--- config.mk ---
export PLATFORM = sky130hd
export DESIGN_NAME = fmrl_out_reg
export DESIGN_NICKNAME = d
export VERILOG_FILES = /design/src/fmrl_pkg.sv /design/src/fmrl_out_reg.sv
export SDC_FILE = /design/constraint.sdc
export NUM_CORES = 1
export LEC_CHECK = 0
export BUFFER_PORTS_ARGS = -buffer_cell sky130_fd_sc_hd__buf_2
export CORE_MARGIN = 1.5
export CORE_UTILIZATION = 23
export DETAILED_ROUTE_END_ITERATION = 8
export PLACE_DENSITY = 0.82
export REMOVE_ABC_BUFFERS = 1
export SLEW_MARGIN = 20
export SYNTH_ARGS = -nofsm -noshare
export SYNTH_HDL_FRONTEND = slang
export SYNTH_SLANG_ARGS = --single-unit
--- constraint.sdc ---
create_clock -name clk_i -period 2.6 [get_ports clk_i]
set_clock_uncertainty 0.05 [all_clocks]
set_input_delay 0.39 -clock clk_i [delete_from_list [all_inputs] [get_ports clk_i]]
set_output_delay 0.39 -clock clk_i [all_outputs]
set_load 0.01 [all_outputs]
--- src/fmrl_pkg.sv ---
// Shared constants, types and helpers for the first-match IPv4 rule lookup unit.
// No dependencies; every other file of the block imports this package.
package fmrl_pkg;

  // table geometry and field widths
  localparam int unsigned MAX_RULES = 64;
  localparam int unsigned IDX_W     = $clog2(MAX_RULES);
  localparam int unsigned CFG_W     = 7;
  localparam int unsigned ADDR_W    = 32;
  localparam int unsigned LEN_W     = 6;
  localparam int unsigned PROTO_W   = 8;
  localparam int unsigned ENTRY_W   = 6;

  // operation codes
  typedef enum logic {
    OP_LOOKUP = 1'b0,
    OP_WRITE  = 1'b1
  } op_e;

  // one request travelling down the cell row; the address and protocol
  // slots hold the rule fields for a write and the packet fields for a lookup
  typedef struct packed {
    logic                 valid;
    op_e                  op;
    logic [ENTRY_W-1:0]   entry_index;
    logic [ADDR_W-1:0]    addr;
    logic [LEN_W-1:0]     prefix_length;
    logic [PROTO_W-1:0]   proto;
    logic                 any_protocol;
    logic                 hit;
    logic [IDX_W-1:0]     where;
  } item_t;

  // low len bits set, zero length gives an empty mask
  function automatic logic [ADDR_W-1:0] mask_of_length(logic [LEN_W-1:0] len);
    logic [ADDR_W-1:0] ones;
    ones = '1;
    return ~(ones << len);
  endfunction

endpackage

--- src/fmrl_out_reg.sv ---
// Response register at the end of the cell row; sets the advance enable
// of the whole row from downstream ready. Depends on fmrl_pkg.
module fmrl_out_reg import fmrl_pkg::*; (
  input  logic             clk_i,
  input  logic             rst_ni,
  input  item_t            item_i,
  input  logic             ready_i,
  output logic             advance_o,
  output logic             valid_o,
  output logic             matched_o,
  output logic [IDX_W-1:0] match_index_o,
  output logic             was_write_o
);

  logic             valid_q;
  logic             matched_q;
  logic [IDX_W-1:0] index_q;
  logic             write_q;

  // row moves when the response slot is empty or being taken
  assign advance_o = !valid_q || ready_i;

  always_ff @(posedge clk_i or negedge rst_ni) begin
    if (!rst_ni) begin
      valid_q <= 1'b0;
    end else if (advance_o) begin
      valid_q <= item_i.valid;
    end
  end

  // response fields
  always_ff @(posedge clk_i) begin
    if (advance_o) begin
      matched_q <= item_i.hit;
      index_q   <= item_i.hit ? item_i.where : '0;
      write_q   <= (item_i.op == OP_WRITE);
    end
  end

  assign valid_o       = valid_q;
  assign matched_o     = matched_q;
  assign match_index_o = index_q;
  assign was_write_o   = write_q;

endmodule

==> metrics.cfg <==
[detailed_routing]
first_pass_iters=1
ant_nets=0
route.detailed.wl_per_inst_microns=11.2
drt_iter0_markers=0
drt-total-wl_microns=651
drc_errors=0
vias_per_cell=3.98
num_vias=231

[worst_hold_path]
min_from=item_i[60]
hold_class=in2reg

[floorplanning]
die-height_microns=40.5
design.core.area_sq_um=1300
die_w_microns=40.5
num_rows=13
die-area_sq_um=1640
io_pins=75
start_util=0.248

[clock_network]
ctsResizeCount=0
numCtsBuffers=3
cts_buffer_depth=2
cts_tree=built
htreeDepth=1
clk_pin_slew_ps=60
clk_latency_ps=250
ctsRootBufferMaster=clkbuf_4
clkSinkCount=9

[timing]
rsz0062_at_grt=no
hold_violations=0
max-slew-margin-rel=0.904
tns_ps=0
drv_slew=0
hold_ws_ps=262
max_freq_ghz=0.708
setup_viol=0
setup_slack_ps=1190
worst_slew_pin_slew_ps=144
period_minus_slack_ps=1410
finalCritPeriodShare=0.543

[global_routing]
grt_pass1_vias=235
grt_pass1_wl_mm=1.02
grt_overflow=0
grt_max_degree=11
antenna_found_initial=0
gr-usage-all-layers=0.107

[power_and_ir_drop]
ir_drop_uv=161
power.leakage_nw=0.225
power_density_nw_per_um2=649

[layout]
final_cell_mix=buf_2 (21), edfxtp_1 (8), and2_1 (6)
final_cell_area_sq_um=483
final_common_cell=buf_2
fin_nets=109
drive_gt1_frac=0.581
area_growth_pct=49.6
antennaDiodeCount=0
fillers=135

[placement]
port-buffer-count=21
dp_slack_ps=1320
place_area_sq_um=447
gp_routability_congestion=0.732

[synthesis]
syn_avg_cell_area_sq_um=19.0
yosys_warnings=0
synth_top_area_frac=0.744
synth_area_leader_cell=edfxtp_1
yosys.cell_types.count=5
netlist_top_cells_area=edfxtp_1 (74%), and2_1 (12%), dfrtp_1 (7.8%), nand2b_4 (4.3%), nand2b_1 (1.9%)
yosys_register_bits=9
netlist_area_sq_um=323
synth_cells=17
yosysSeqAreaShare=0.822

[critical_path]
crit_type=reg2out
critPathArrivalTime_ps=970
crit_fanout=10
r2r-start=valid_o
crit_required_ps=2160
crit_path_start=valid_o
start_kind=flop
crit_path_end_kind=output port

[flow_run]
cap_violations=0

[outcome]
status=complete, no violations

critical path, cell delays in order, from the launching register on:
cell and delay [ps]:
dfrtp_1 410, nand2b_4 160, buf_2 150
area by class of cell:
type / instances / area [sq um] / share of cell area
multi-input combinational: 8 / 57.6 / 0.119
clock buffer: 4 / 26.3 / 0.0544
timing repair buffer: 22 / 115 / 0.238
sequential: 9 / 265 / 0.549
tap: 15 / 18.8 / 0.0389
flip-flops by register name, summed over array words and instances (netlist names):
register and flops:
match_index_o 6, was_write_o 1, valid_o 1, matched_o 1
worst paths after layout:
kind                               end  slack, ps  cells past startpoint
setup / recovery             advance_o       1190                      2
hold / removal             was_write_o        260                      1
setup reg to reg             matched_o       1690                      1
hold reg to reg                valid_o        590                      2
max in group asynchronous      valid_o       2030                      2
min in group asynchronous      valid_o        390                      2
synth_stat cells (all sizes together):
| cell | count |
|---|---|
| nand2b | 2 |
| and2 | 6 |
| edfxtp | 8 |
| dfrtp | 1 |
what timing repair did:
action | CTS | global route
hold buffers | 1 | 0
buffers inserted | 0 | 0
hold endpoints to repair | 1 | 0
power by group:
group          switching [mW]  leakage (nW)  internal, mW  total [mW]
registers             0.00335        0.0945         0.170       0.174
clock network          0.0440        0.0150        0.0588       0.103
logic                  0.0184         0.116        0.0186      0.0370
total                  0.0658         0.225         0.248       0.313
layer usage:
metal / global-route usage / up-vias / wire length, microns
met5: 0 / - / 0
met4: 0.100 / 0 / 0
met3: 0.0778 / 0 / 126
met2: 0.131 / 22 / 239
met1: 0.117 / 98 / 285
li1: - / 111 / -
stage by stage:
step / power (mW) / cells / utilization
2_1_floorplan: 0.191 / 17 / -
3_3_place_gp: 0.212 / 53 / 0.343
3_5_place_dp: 0.213 / 53 / 0.343
4_1_cts: 0.321 / 58 / 0.371
5_1_grt: 0.336 / 58 / 0.371
6_report: 0.313 / 58 / 0.371
cell families after synthesis:
logic type | Yosys count | synth area share
DFF | 9 | 0.822
and+or+nand+nor | 8 | 0.178
(Power assumes the default switching activity.)
