<file path="config.mk">
export PLATFORM = sky130hd
export DESIGN_NAME = fmrl_cell
export DESIGN_NICKNAME = d
export VERILOG_FILES = /design/src/fmrl_pkg.sv /design/src/fmrl_cell.sv
export SDC_FILE = /design/constraint.sdc
export NUM_CORES = 1
export LEC_CHECK = 0
export BUFFER_PORTS_ARGS = -buffer_cell sky130_fd_sc_hd__buf_2
export CORE_MARGIN = 5
export CORE_UTILIZATION = 48
export CTS_CLUSTER_DIAMETER = 60
export DETAILED_ROUTE_END_ITERATION = 8
export HOLD_SLACK_MARGIN = 0.08
export PLACE_DENSITY = 0.76
export SLEW_MARGIN = 20
export SYNTH_ARGS = -nofsm -noshare
export SYNTH_HDL_FRONTEND = slang
export SYNTH_SLANG_ARGS = --single-unit
</file>
<file path="constraint.sdc">
create_clock -name clk_i -period 2.1 [get_ports clk_i]
set_input_delay 0.315 -clock clk_i [delete_from_list [all_inputs] [get_ports clk_i]]
set_output_delay 0.315 -clock clk_i [all_outputs]
set_load 0.05 [all_outputs]
</file>
<file path="src/fmrl_pkg.sv">
// Shared constants, types and helpers for the first-match IPv4 rule lookup unit.
// No dependencies; every other file of the block imports this package.
package fmrl_pkg;

  // table geometry and field widths
  localparam int unsigned MAX_RULES = 64;
  localparam int unsigned IDX_W     = $clog2(MAX_RULES);
  localparam int unsigned CFG_W     = 7;
  localparam int unsigned ADDR_W    = 32;
  localparam int unsigned LEN_W     = 6;
  localparam int unsigned PROTO_W   = 8;
  localparam int unsigned ENTRY_W   = 6;

  // operation codes
  typedef enum logic {
    OP_LOOKUP = 1'b0,
    OP_WRITE  = 1'b1
  } op_e;

  // one request travelling down the cell row; the address and protocol
  // slots hold the rule fields for a write and the packet fields for a lookup
  typedef struct packed {
    logic                 valid;
    op_e                  op;
    logic [ENTRY_W-1:0]   entry_index;
    logic [ADDR_W-1:0]    addr;
    logic [LEN_W-1:0]     prefix_length;
    logic [PROTO_W-1:0]   proto;
    logic                 any_protocol;
    logic                 hit;
    logic [IDX_W-1:0]     where;
  } item_t;

  // low len bits set, zero length gives an empty mask
  function automatic logic [ADDR_W-1:0] mask_of_length(logic [LEN_W-1:0] len);
    logic [ADDR_W-1:0] ones;
    ones = '1;
    return ~(ones << len);
  endfunction

endpackage

</file>
<file path="src/fmrl_cell.sv">
// One rule cell: holds a single table entry, takes writes aimed at it and
// checks passing lookups against it. Depends on fmrl_pkg.
module fmrl_cell import fmrl_pkg::*; (
  input  logic             clk_i,
  input  logic             rst_ni,
  input  logic             en_i,
  input  logic [IDX_W-1:0] cell_idx_i,
  input  logic [CFG_W-1:0] rules_in_use_i,
  input  item_t            item_i,
  output item_t            item_o
);

  logic [ADDR_W-1:0]  addr_q;
  logic [ADDR_W-1:0]  mask_q;
  logic [PROTO_W-1:0] proto_q;
  logic               any_q;
  item_t              item_q;
  item_t              item_d;
  logic               wr_hit;
  logic               in_use;
  logic               rule_match;

  // write decode for this entry
  assign wr_hit = item_i.valid && (item_i.op == OP_WRITE) &&
                  (item_i.entry_index == ENTRY_W'(cell_idx_i)) &&
                  (item_i.prefix_length <= LEN_W'(ADDR_W));

  // entry is searched only below the configured count
  assign in_use = CFG_W'(cell_idx_i) < rules_in_use_i;

  // address under mask and protocol compare
  assign rule_match = (((item_i.addr ^ addr_q) & mask_q) == '0) &&
                      (any_q || (proto_q == item_i.proto));

  // first hit wins, later cells leave it alone
  always_comb begin
    item_d = item_i;
    if (item_i.valid && (item_i.op == OP_LOOKUP) && !item_i.hit &&
        in_use && rule_match) begin
      item_d.hit   = 1'b1;
      item_d.where = cell_idx_i;
    end
  end

  // stored rule
  always_ff @(posedge clk_i) begin
    if (en_i && wr_hit) begin
      addr_q  <= item_i.addr;
      mask_q  <= mask_of_length(item_i.prefix_length);
      proto_q <= item_i.proto;
      any_q   <= item_i.any_protocol;
    end
  end

  // hand the request on to the next cell
  always_ff @(posedge clk_i or negedge rst_ni) begin
    if (!rst_ni) begin
      item_q <= '0;
    end else if (en_i) begin
      item_q <= item_d;
    end
  end

  assign item_o = item_q;

endmodule

</file>
==> impl_metrics.tcl, run 1 <==
set metrics [dict create \
    antenna_found_initial 0 \
    setup_viol 1 \
    cp_cell_sequence "xor2_1 -> a222oi_1 -> nand3_1 -> or4_4 -> o21ai_1 -> a31oi_1" \
    grt_start_max_net_pins 70 \
    drtIter0Drc 329 \
    powerDensity_nw_per_um2 950 \
    cts_tree "done" \
    max_freq_mhz 474 \
    fin_nets 626 \
    r2r-end "item_o[3]" \
    drc 0 \
    worst_ep_arrival_time_ns 2.35 \
    synth_edf_count 73 \
    finalMaxSlewViolations 0 \
    top_layer "met4" \
    grt_pass1_vias 3884 \
    cts.sinks 135 \
    cpMaxStageDelayCell "or4_4" \
    rr_worst_depth 6 \
    netlist_instances 386 \
    gr-usage-all-layers_pct 17.8 \
    drt-met1-wl_microns 5130 \
    pre_cts_ws_ns -0.227 \
    ys_types 37 \
    num_vias 3687 \
    wl_per_cell_microns 17.2 \
    cts_buffers 17 \
    grt_first_pass_wirelength_microns 19800 \
    synth-seq-cells 135 \
    crit_start "addr_q[22]" \
    dp_hpwl_microns 8570 \
    vias_per_cell 5.27 \
    worstSetupEndpoint "item_o[3]" \
    avgSynthCellArea_sq_um 14.6 \
    final_cell_mix "139 x buf_2, 73 x edfxtp_1, 62 x dfrtp_1, 55 x mux2_2, 43 x xor2_1" \
    layout_commonest_cell "buf_2" \
    syn_nets 469 \
    ant_nets 0 \
    status "complete, but fails checks" \
    hold_path_class "in2reg" \
    critPathLaunchType "flop" \
    fin_util_pct 62.9 \
    total_power_mw 6.85 \
    endpoint_kind "flop" \
    rsz0062_at_grt "yes" \
    syn2layout_area_growth_pct 28.0 \
    io_buffers 139 \
    synthFlopType "edfxtp_1" \
    synth_area_sq_um 5630 \
    place_area_sq_um 6610 \
    period_share_pct 101 \
    cp.required_ns 2.34 \
    r2r-start "addr_q[22]" \
    worst_hold_startpoint "item_i[34]" \
    dr.pass1.iters 4 \
    violations "negative setup slack" \
    ys_async_sr_fraction_pct 45.9 \
    hold_depth 1 \
    cts_root_buffer "clkbuf_16" \
    timing.final.ws_setup_ns -0.0112 \
    finalSetupTns_ns -0.0112 \
    stdcell_area_sq_um 7210 \
    synth_seq_area_share_pct 66.5 \
    diodes 0 \
    path_class "reg2reg" \
    rows 39 \
    fin_skew_ns 0.00891 \
    postRouteWirelength_microns 12000 \
    ys_warn_count 0 \
    cap_violations 0 \
    worst_path_largest_cell_delay_ns 0.62 \
    initial_core_util_pct 49.1 \
    overflow 0 \
    route.met3.wl_microns 944 \
    hold_viol 0 \
    cts.clk_slew.worst_paths_ns 0.06 \
    leakagePower_nw 3.03 \
    die_w_microns 118 \
    h-tree-depth 4 \
    worstMarginPinSlew_ns 0.843 \
    cp_max_fo 7 \
    period_minus_slack_ns 2.11 \
    wl_met2_microns 5710 \
    insertion_delay_ns 0.41 \
    drive_gt1_share_pct 43.7 \
    cts_buffer_depth 2 \
    gp_congestion 0.866 \
    dieArea_sq_um 14000 \
    ir_drop_mv 0.523 \
    ff2ff_setup_slack_ns -0.01 \
    core_area_sq_um 11500 \
    die_h_microns 118 \
    pin_count 140 \
    max-slew-margin-rel_pct 43.8 \
]
registers in the layout, summed over array words and instances, names as in the netlist:
register,count
proto_q,8
any_q,1
mask_q,32
item_o,62
addr_q,32
worst min-delay path by stage:
stage / to
2_1_floorplan: item_o[0]
4_1_cts: addr_q[12]
6_report: addr_q[12]
3_5_place_dp: item_o[31]
3_3_place_gp: item_o[31]
5_1_grt: addr_q[12]
per-layer routing:
layer,global-route usage (%),vias to the layer above
met2,27.8,148
met3,5.30,19
met1,23.1,1776
met4,7.67,0
li1,-,1744
met5,0,-
area by class of cell:
cell class	count	area [sq um]
fill	886	4260
clock buffer	23	468
clock inverter	9	101
inverter	11	41.3
timing repair buffer	156	878
tap	143	179
sequential	135	3740
multi-input combinational	222	1800
stage by stage:
step,hold WS (ns),std cells
finish,0.112,699
global route,0.0962,699
CTS,0.0890,699
detailed placement,0.355,665
global placement,0.342,665
floorplan,0.0194,386
cells by family (layout without fill, tap and decap cells):
kind of cell / after synthesis / count (layout) / synth area share (%)
adders and majority gates: 5 / 5 / 1.11
DFF: 135 / 135 / 66.5
xor gates and xnor gates: 46 / 46 / 7.16
and+or+nand+nor: 58 / 58 / 5.47
buffers and inverters: 29 / 199 / 1.93
AOI/OAI and AO/OA: 58 / 58 / 6.84
muxes: 55 / 55 / 11.0
synth_stat cells, drive strengths merged (8+ instances only):
cell type,n,share of area (%)
a21oi,9,0.80
a22oi,14,1.9
clkbuf,18,1.2
dfrtp,62,28
edfxtp,73,39
inv,11,0.73
mux2,55,11
nand2,11,0.73
nand4,8,0.89
nor2,14,0.93
o21ai,12,1.1
xor2,43,6.7
what timing repair did:
item	in CTS	in global routing
gates resized for setup	8	0
hold buffers	2	0
hold endpoints to repair	63	0
buffers inserted	0	0
pin swaps	8	2
setup endpoints to repair	7	7
critical path: cells and delay by family (launching register included):
kind / cells / cell delay [ns]
AO/OA/AOI/OAI: 3 / 0.59
flip-flops: 1 / 0.37
XOR/XNOR: 1 / 0.15
AND/OR/NAND/NOR: 2 / 0.83
power breakdown:
group | total (mW) | internal, mW | leakage [nW] | switching (mW)
Clock | 2.85 | 1.80 | 0.281 | 1.05
Sequential | 2.98 | 2.92 | 1.42 | 0.0557
Combinational | 1.02 | 0.310 | 1.33 | 0.713
No activity file was read; power rests on OpenSTA's default activity.
==> run 2: changes to the inputs <==
==> constraint.sdc (replaced) <==
create_clock -name clk_i -period 2.1 [get_ports clk_i]
set_input_delay 0.42 -clock clk_i [delete_from_list [all_inputs] [get_ports clk_i]]
set_output_delay 0.42 -clock clk_i [all_outputs]
set_load 0.05 [all_outputs]
==> run 2 against run 1 <==
Net effect:
- register-to-register slack got worse by 0.04 ns
- core utilization is 0.55 points higher
- wire length grew 0.22%
- sequential share of layout area shrank 0.45 points
- power up 2.1%
- setup slack got worse by 0.039 ns
- highest routed layer unchanged
- global-route usage is 0.18 points lower
- non-clock buffer count did not move
- the run still ends with negative setup slack left
- critical path depth unchanged
- combinational power hardly changed
==> impl_metrics.tcl, run 2 (synthesis results as in run 1) <==
set metrics [dict create \
    status "complete, but fails checks" \
    violations "negative setup slack" \
    largest_register_ffs 62 \
    cts_buffers 17 \
    worstMarginPinSlew_ns 0.822 \
    antenna_found_initial 0 \
    fin_util_pct 63.4 \
    num_vias 3688 \
    core_area_sq_um 11500 \
    rows 39 \
    gp_congestion 0.863 \
    grt_start_max_net_pins 70 \
    max-slew-margin-rel_pct 45.2 \
    stdcell_area_sq_um 7270 \
    die_w_microns 118 \
    setup_viol 7 \
    layout_commonest_cell "buf_2" \
    drtIter0Drc 272 \
    gr-usage-all-layers_pct 17.6 \
    rsz0062_at_grt "yes" \
    finalMaxSlewViolations 0 \
    cp_max_fo 7 \
    postRouteWirelength_microns 12000 \
    cts.sinks 135 \
    initial_core_util_pct 49.1 \
    grt_first_pass_wirelength_microns 19500 \
    io_buffers 139 \
    vias_per_cell 5.28 \
    pin_count 140 \
    fin_cells 699 \
    cts.clk_slew.worst_paths_ns 0.05 \
    switching_share_pct 26.1 \
    worst_ep_arrival_time_ns 2.40 \
    cts_setup_buffers 0 \
    pre_cts_ws_ns -0.326 \
    max_freq_mhz 465 \
    endpoint_kind "flop" \
    seq_power_share_pct 42.5 \
    grt_pass1_vias 3797 \
    fin_skew_ns 0.00862 \
    period_share_pct 102 \
    cts_buffer_depth 2 \
    die_h_microns 118 \
    cts_root_buffer "clkbuf_16" \
    final_cell_mix "139 x buf_2, 73 x edfxtp_1, 62 x dfrtp_1, 55 x mux2_2, 43 x xor2_1" \
    fin_nets 626 \
    hold_path_class "in2reg" \
    wl_per_cell_microns 17.2 \
    timing.final.ws_setup_ns -0.0505 \
    dp.cells 666 \
    switching_power_mw 1.82 \
    cts_tree "done" \
    critPathLaunchType "flop" \
    drive_gt1_share_pct 45.0 \
    finalSetupTns_ns -0.234 \
    insertion_delay_ns 0.42 \
    syn2layout_area_growth_pct 29.1 \
    dr.pass1.iters 4 \
    cp.required_ns 2.35 \
    period_minus_slack_ns 2.15 \
    diodes 0 \
    ir_drop_mv 0.674 \
    hold_ws_ns 0.204 \
    dieArea_sq_um 14000 \
    cap_violations 0 \
    path_class "reg2reg" \
    h-tree-depth 4 \
    hold_viol 0 \
    total_power_mw 7.00 \
    drc 0 \
    intPower_mw 5.17 \
    comb_power_share_pct 14.7 \
    ant_nets 0 \
    leakagePower_nw 3.06 \
    overflow 0 \
    powerDensity_nw_per_um2 962 \
    p_clk_share_pct 42.8 \
    dp_hpwl_microns 8600 \
    place_area_sq_um 6620 \
]
[run 2: changes by cell type in the layout (fill, tap and decap cells not counted)]
cell,delta
clkbuf_8,+2
clkbuf_1,-1
clkinv_2,-2
nor4_2,-1
o21ai_1,-5
clkbuf_16,+1
clkinvlp_4,+1
clkinv_4,-1
o21ai_2,+5
nor4_4,+1
buf_4,+1
dlygate4sd3_1,-1
[run 2: final timing paths]
kind | cells past startpoint | to | start | slack [ns]
min | 1 | any_q | item_i[7] | 0.20
max reg2reg | 6 | item_o[4] | addr_q[22] | -0.05
max | 6 | item_o[4] | addr_q[22] | -0.05
min reg2reg | 1 | item_o[46] | item_o[46] | 0.50
max in group asynchronous | 3 | item_o[4] | rst_ni | 1.27
min in group asynchronous | 3 | item_o[38] | rst_ni | 0.55
[run 2: power by group through the flow]
stage / Clock [mW] / Sequential, mW / Combinational (mW)
after floorplan: 0 / 3.45 / 0.259
after global placement: 0 / 3.02 / 1.01
after detailed placement: 0 / 3.03 / 1.03
after CTS: 3.06 / 2.98 / 1.04
after global routing: 3.18 / 2.99 / 1.09
final: 2.99 / 2.98 / 1.03
[run 2: routing by layer]
metal  vias to the layer above  track usage [%]  wire, microns
met5                         -                0              0
met4                         0             7.89            148
met3                        13             5.44            899
met2                       137             26.6           5830
met1                      1793             23.5           5170
li1                       1745                -              -
[run 2: layout make-up]
class / instances / area (sq um)
Clock inverter: 7 / 90.1
Timing Repair Buffer: 156 / 876
Fill cell: 881 / 4200
Sequential cell: 135 / 3740
Inverter: 11 / 41.3
Tap cell: 143 / 179
Clock buffer: 25 / 517
Multi-Input combinational cell: 222 / 1820
[run 2: worst max-delay path: stages (launching register included)]
cell and delay [ns]:
edfxtp_1 0.37, xor2_1 0.17, a222oi_1 0.33, nand3_1 0.22, or4_4 0.65, o21ai_2 0.15
a31oi_1 0.09
[run 2: timing repair]
item	in CTS	in global routing
hold buffers	1	0
pin swaps	3	9
setup endpoints to repair	7	7
resized for setup	8	6
hold endpoints to repair	62	0
==> run 3: changes to the inputs <==
- BUFFER_PORTS_ARGS: -buffer_cell sky130_fd_sc_hd__buf_2 -> -buffer_cell sky130_fd_sc_hd__clkbuf_2
- CTS_BUF_LIST: default -> sky130_fd_sc_hd__clkbuf_8 sky130_fd_sc_hd__clkbuf_16
==> run 3 against run 2 <==
Net effect:
- the run still ends with negative setup slack left
- sequential share of layout area grew 0.25 points
- combinational power is essentially flat
- final area shrank 0.48%
- global-route usage shrank 0.21 points
- cell count grew 0.43%
- wire length shrank 2.1%
- setup slack gained 0.012 ns
- critical path depth is the same
- non-clock buffer count grew 3
- clock power shrank 5%
- via count grew 0.27%
- largest power group is now sequential cells
- power shrank 2.4%
==> impl_metrics.tcl, run 3 (synthesis results as in run 1) <==
set metrics [dict create \
    status "complete, but fails checks" \
    violations "negative setup slack" \
    top_usage_layer "met2" \
    initial_core_util_pct 49.1 \
    cp_max_fo 7 \
    path_class "reg2reg" \
    pin_count 140 \
    leakagePower_nw 3.08 \
    io_buffers 139 \
    insertion_delay_ns 0.41 \
    switching_power_mw 1.84 \
    period_share_pct 102 \
    timing.final.ws_setup_ns -0.0383 \
    use_met3_pct 6.35 \
    core_area_sq_um 11500 \
    cts_root_buffer "clkbuf_16" \
    drc 0 \
    largest_register_ffs 62 \
    hold_ws_ns 0.203 \
    ir_drop_mv 0.621 \
    dp.cells 669 \
    gp_congestion 0.881 \
    die_h_microns 118 \
    diodes 0 \
    max-slew-margin-rel_pct 44.7 \
    cts.clk_slew.worst_paths_ns 0.06 \
    dp_hpwl_microns 8650 \
    r2r-start "addr_q[22]" \
    grt_first_pass_wirelength_microns 19300 \
    die_w_microns 118 \
    pre_cts_ws_ns -0.367 \
    hold_viol 0 \
    critPathLaunchType "flop" \
    worst_path_largest_cell_delay_ns 0.62 \
    cts_buffers 17 \
    fin_skew_ns 0.00584 \
    rr_worst_depth 6 \
    hold_path_class "in2reg" \
    cts_setup_buffers 0 \
    finalMaxSlewViolations 0 \
    grt_start_max_net_pins 70 \
    final_cell_mix "137 x clkbuf_2, 73 x edfxtp_1, 62 x dfrtp_1, 55 x mux2_2, 43 x xor2_1" \
    total_power_mw 6.83 \
    worstSetupEndpoint "item_o[1]" \
    intPower_mw 4.99 \
    comb_power_share_pct 14.9 \
    syn2layout_area_growth_pct 28.5 \
    num_vias 3698 \
    period_minus_slack_ns 2.14 \
    cp.required_ns 2.34 \
    cts_tree "done" \
    crit_start "addr_q[22]" \
    cpMaxStageDelayCell "or4_4" \
    cap_violations 0 \
    h-tree-depth 4 \
    ff2ff_setup_slack_ns -0.04 \
    fin_nets 629 \
    r2r-end "item_o[1]" \
    dieArea_sq_um 14000 \
    cts_buffer_depth 2 \
    max_freq_mhz 468 \
    layout_commonest_cell "clkbuf_2" \
    finalSetupTns_ns -0.0583 \
    p_clk_share_pct 41.4 \
    setup_viol 3 \
    rsz0062_at_grt "yes" \
    worst_ep_arrival_time_ns 2.38 \
    powerDensity_nw_per_um2 944 \
    grt_pass1_vias 3924 \
    rows 39 \
    ant_nets 0 \
    endpoint_kind "flop" \
    wl_per_cell_microns 16.8 \
    seq_power_share_pct 43.7 \
    dr.pass1.iters 8 \
    gr-usage-all-layers_pct 17.4 \
    cts.sinks 135 \
    worstMarginPinSlew_ns 0.829 \
    drtIter0Drc 204 \
    overflow 0 \
    fin_cells 702 \
    antenna_found_initial 0 \
    vias_per_cell 5.27 \
    use_met2_pct 27.3 \
    cp_cell_sequence "xor2_1 -> a222oi_1 -> nand3_1 -> or4_4 -> o21ai_1 -> a31oi_1" \
    drive_gt1_share_pct 44.7 \
    grtUsageMet1_pct 21.8 \
    postRouteWirelength_microns 11800 \
    switching_share_pct 26.9 \
]
run 3: cell types whose count changed in the layout (fill, tap and decap cells not counted), sizes merged:
cell    before  now
clkbuf      25  155
clkinv       3   10
buf        155   21
run 3: power groups by stage:
stage	logic (mW)	registers [mW]	clock network, mW
4_1_cts	1.03	2.98	2.89
3_5_place_dp	1.03	3.04	0
2_1_floorplan	0.259	3.45	0
6_report	1.02	2.98	2.83
5_1_grt	1.09	3.00	3.01
3_3_place_gp	1.01	3.02	0
run 3: how the worst min path moves through the flow:
| stage | from | slack (ns) | depth (start not counted) | end |
|---|---|---|---|---|
| finish | item_i[7] | 0.20 | 1 | any_q |
| global route | item_i[7] | 0.18 | 1 | any_q |
| CTS | item_i[7] | 0.18 | 1 | any_q |
| detailed placement | rst_ni | 0.46 | 2 | item_o[25] |
| global placement | rst_ni | 0.45 | 2 | item_o[31] |
| floorplan | rst_ni | 0.12 | 0 | item_o[0] |
run 3: metal layers:
metal | part of all wire (%) | vias up
met4 | 1.9 | 0
met1 | 43 | 1776
met3 | 7.4 | 19
met2 | 47 | 156
li1 | - | 1747
met5 | 0 | -
run 3: area by class of cell:
class	count	area [sq um]
multi-input combinational	222	1800
clock buffer	18	439
clock inverter	14	134
sequential	135	3740
tap	143	179
inverter	11	41.3
timing repair buffer	159	898
fill	891	4230
run 3: metrics by stage:
| step | cell area [sq um] | util [%] |
|---|---|---|
| detailed placement | 6640 | 57.9 |
| global placement | 6640 | 57.9 |
| finish | 7240 | 63.1 |
| floorplan | 5640 | - |
| CTS | 7230 | 63.1 |
| global route | 7240 | 63.1 |
run 3: timing repair:
action | CTS | global route
resized for setup | 8 | 1
pin swaps | 3 | 1
setup endpoints to repair | 7 | 7
hold endpoints to repair | 62 | 0
hold buffers | 1 | 0
run 3: worst max-delay path, delay by kind of cell, from the launching register on:
family          cells  cell delay [ns]
simple gates        2             0.84
compound gates      3             0.59
flops               1             0.37
xor+xnor            1             0.17
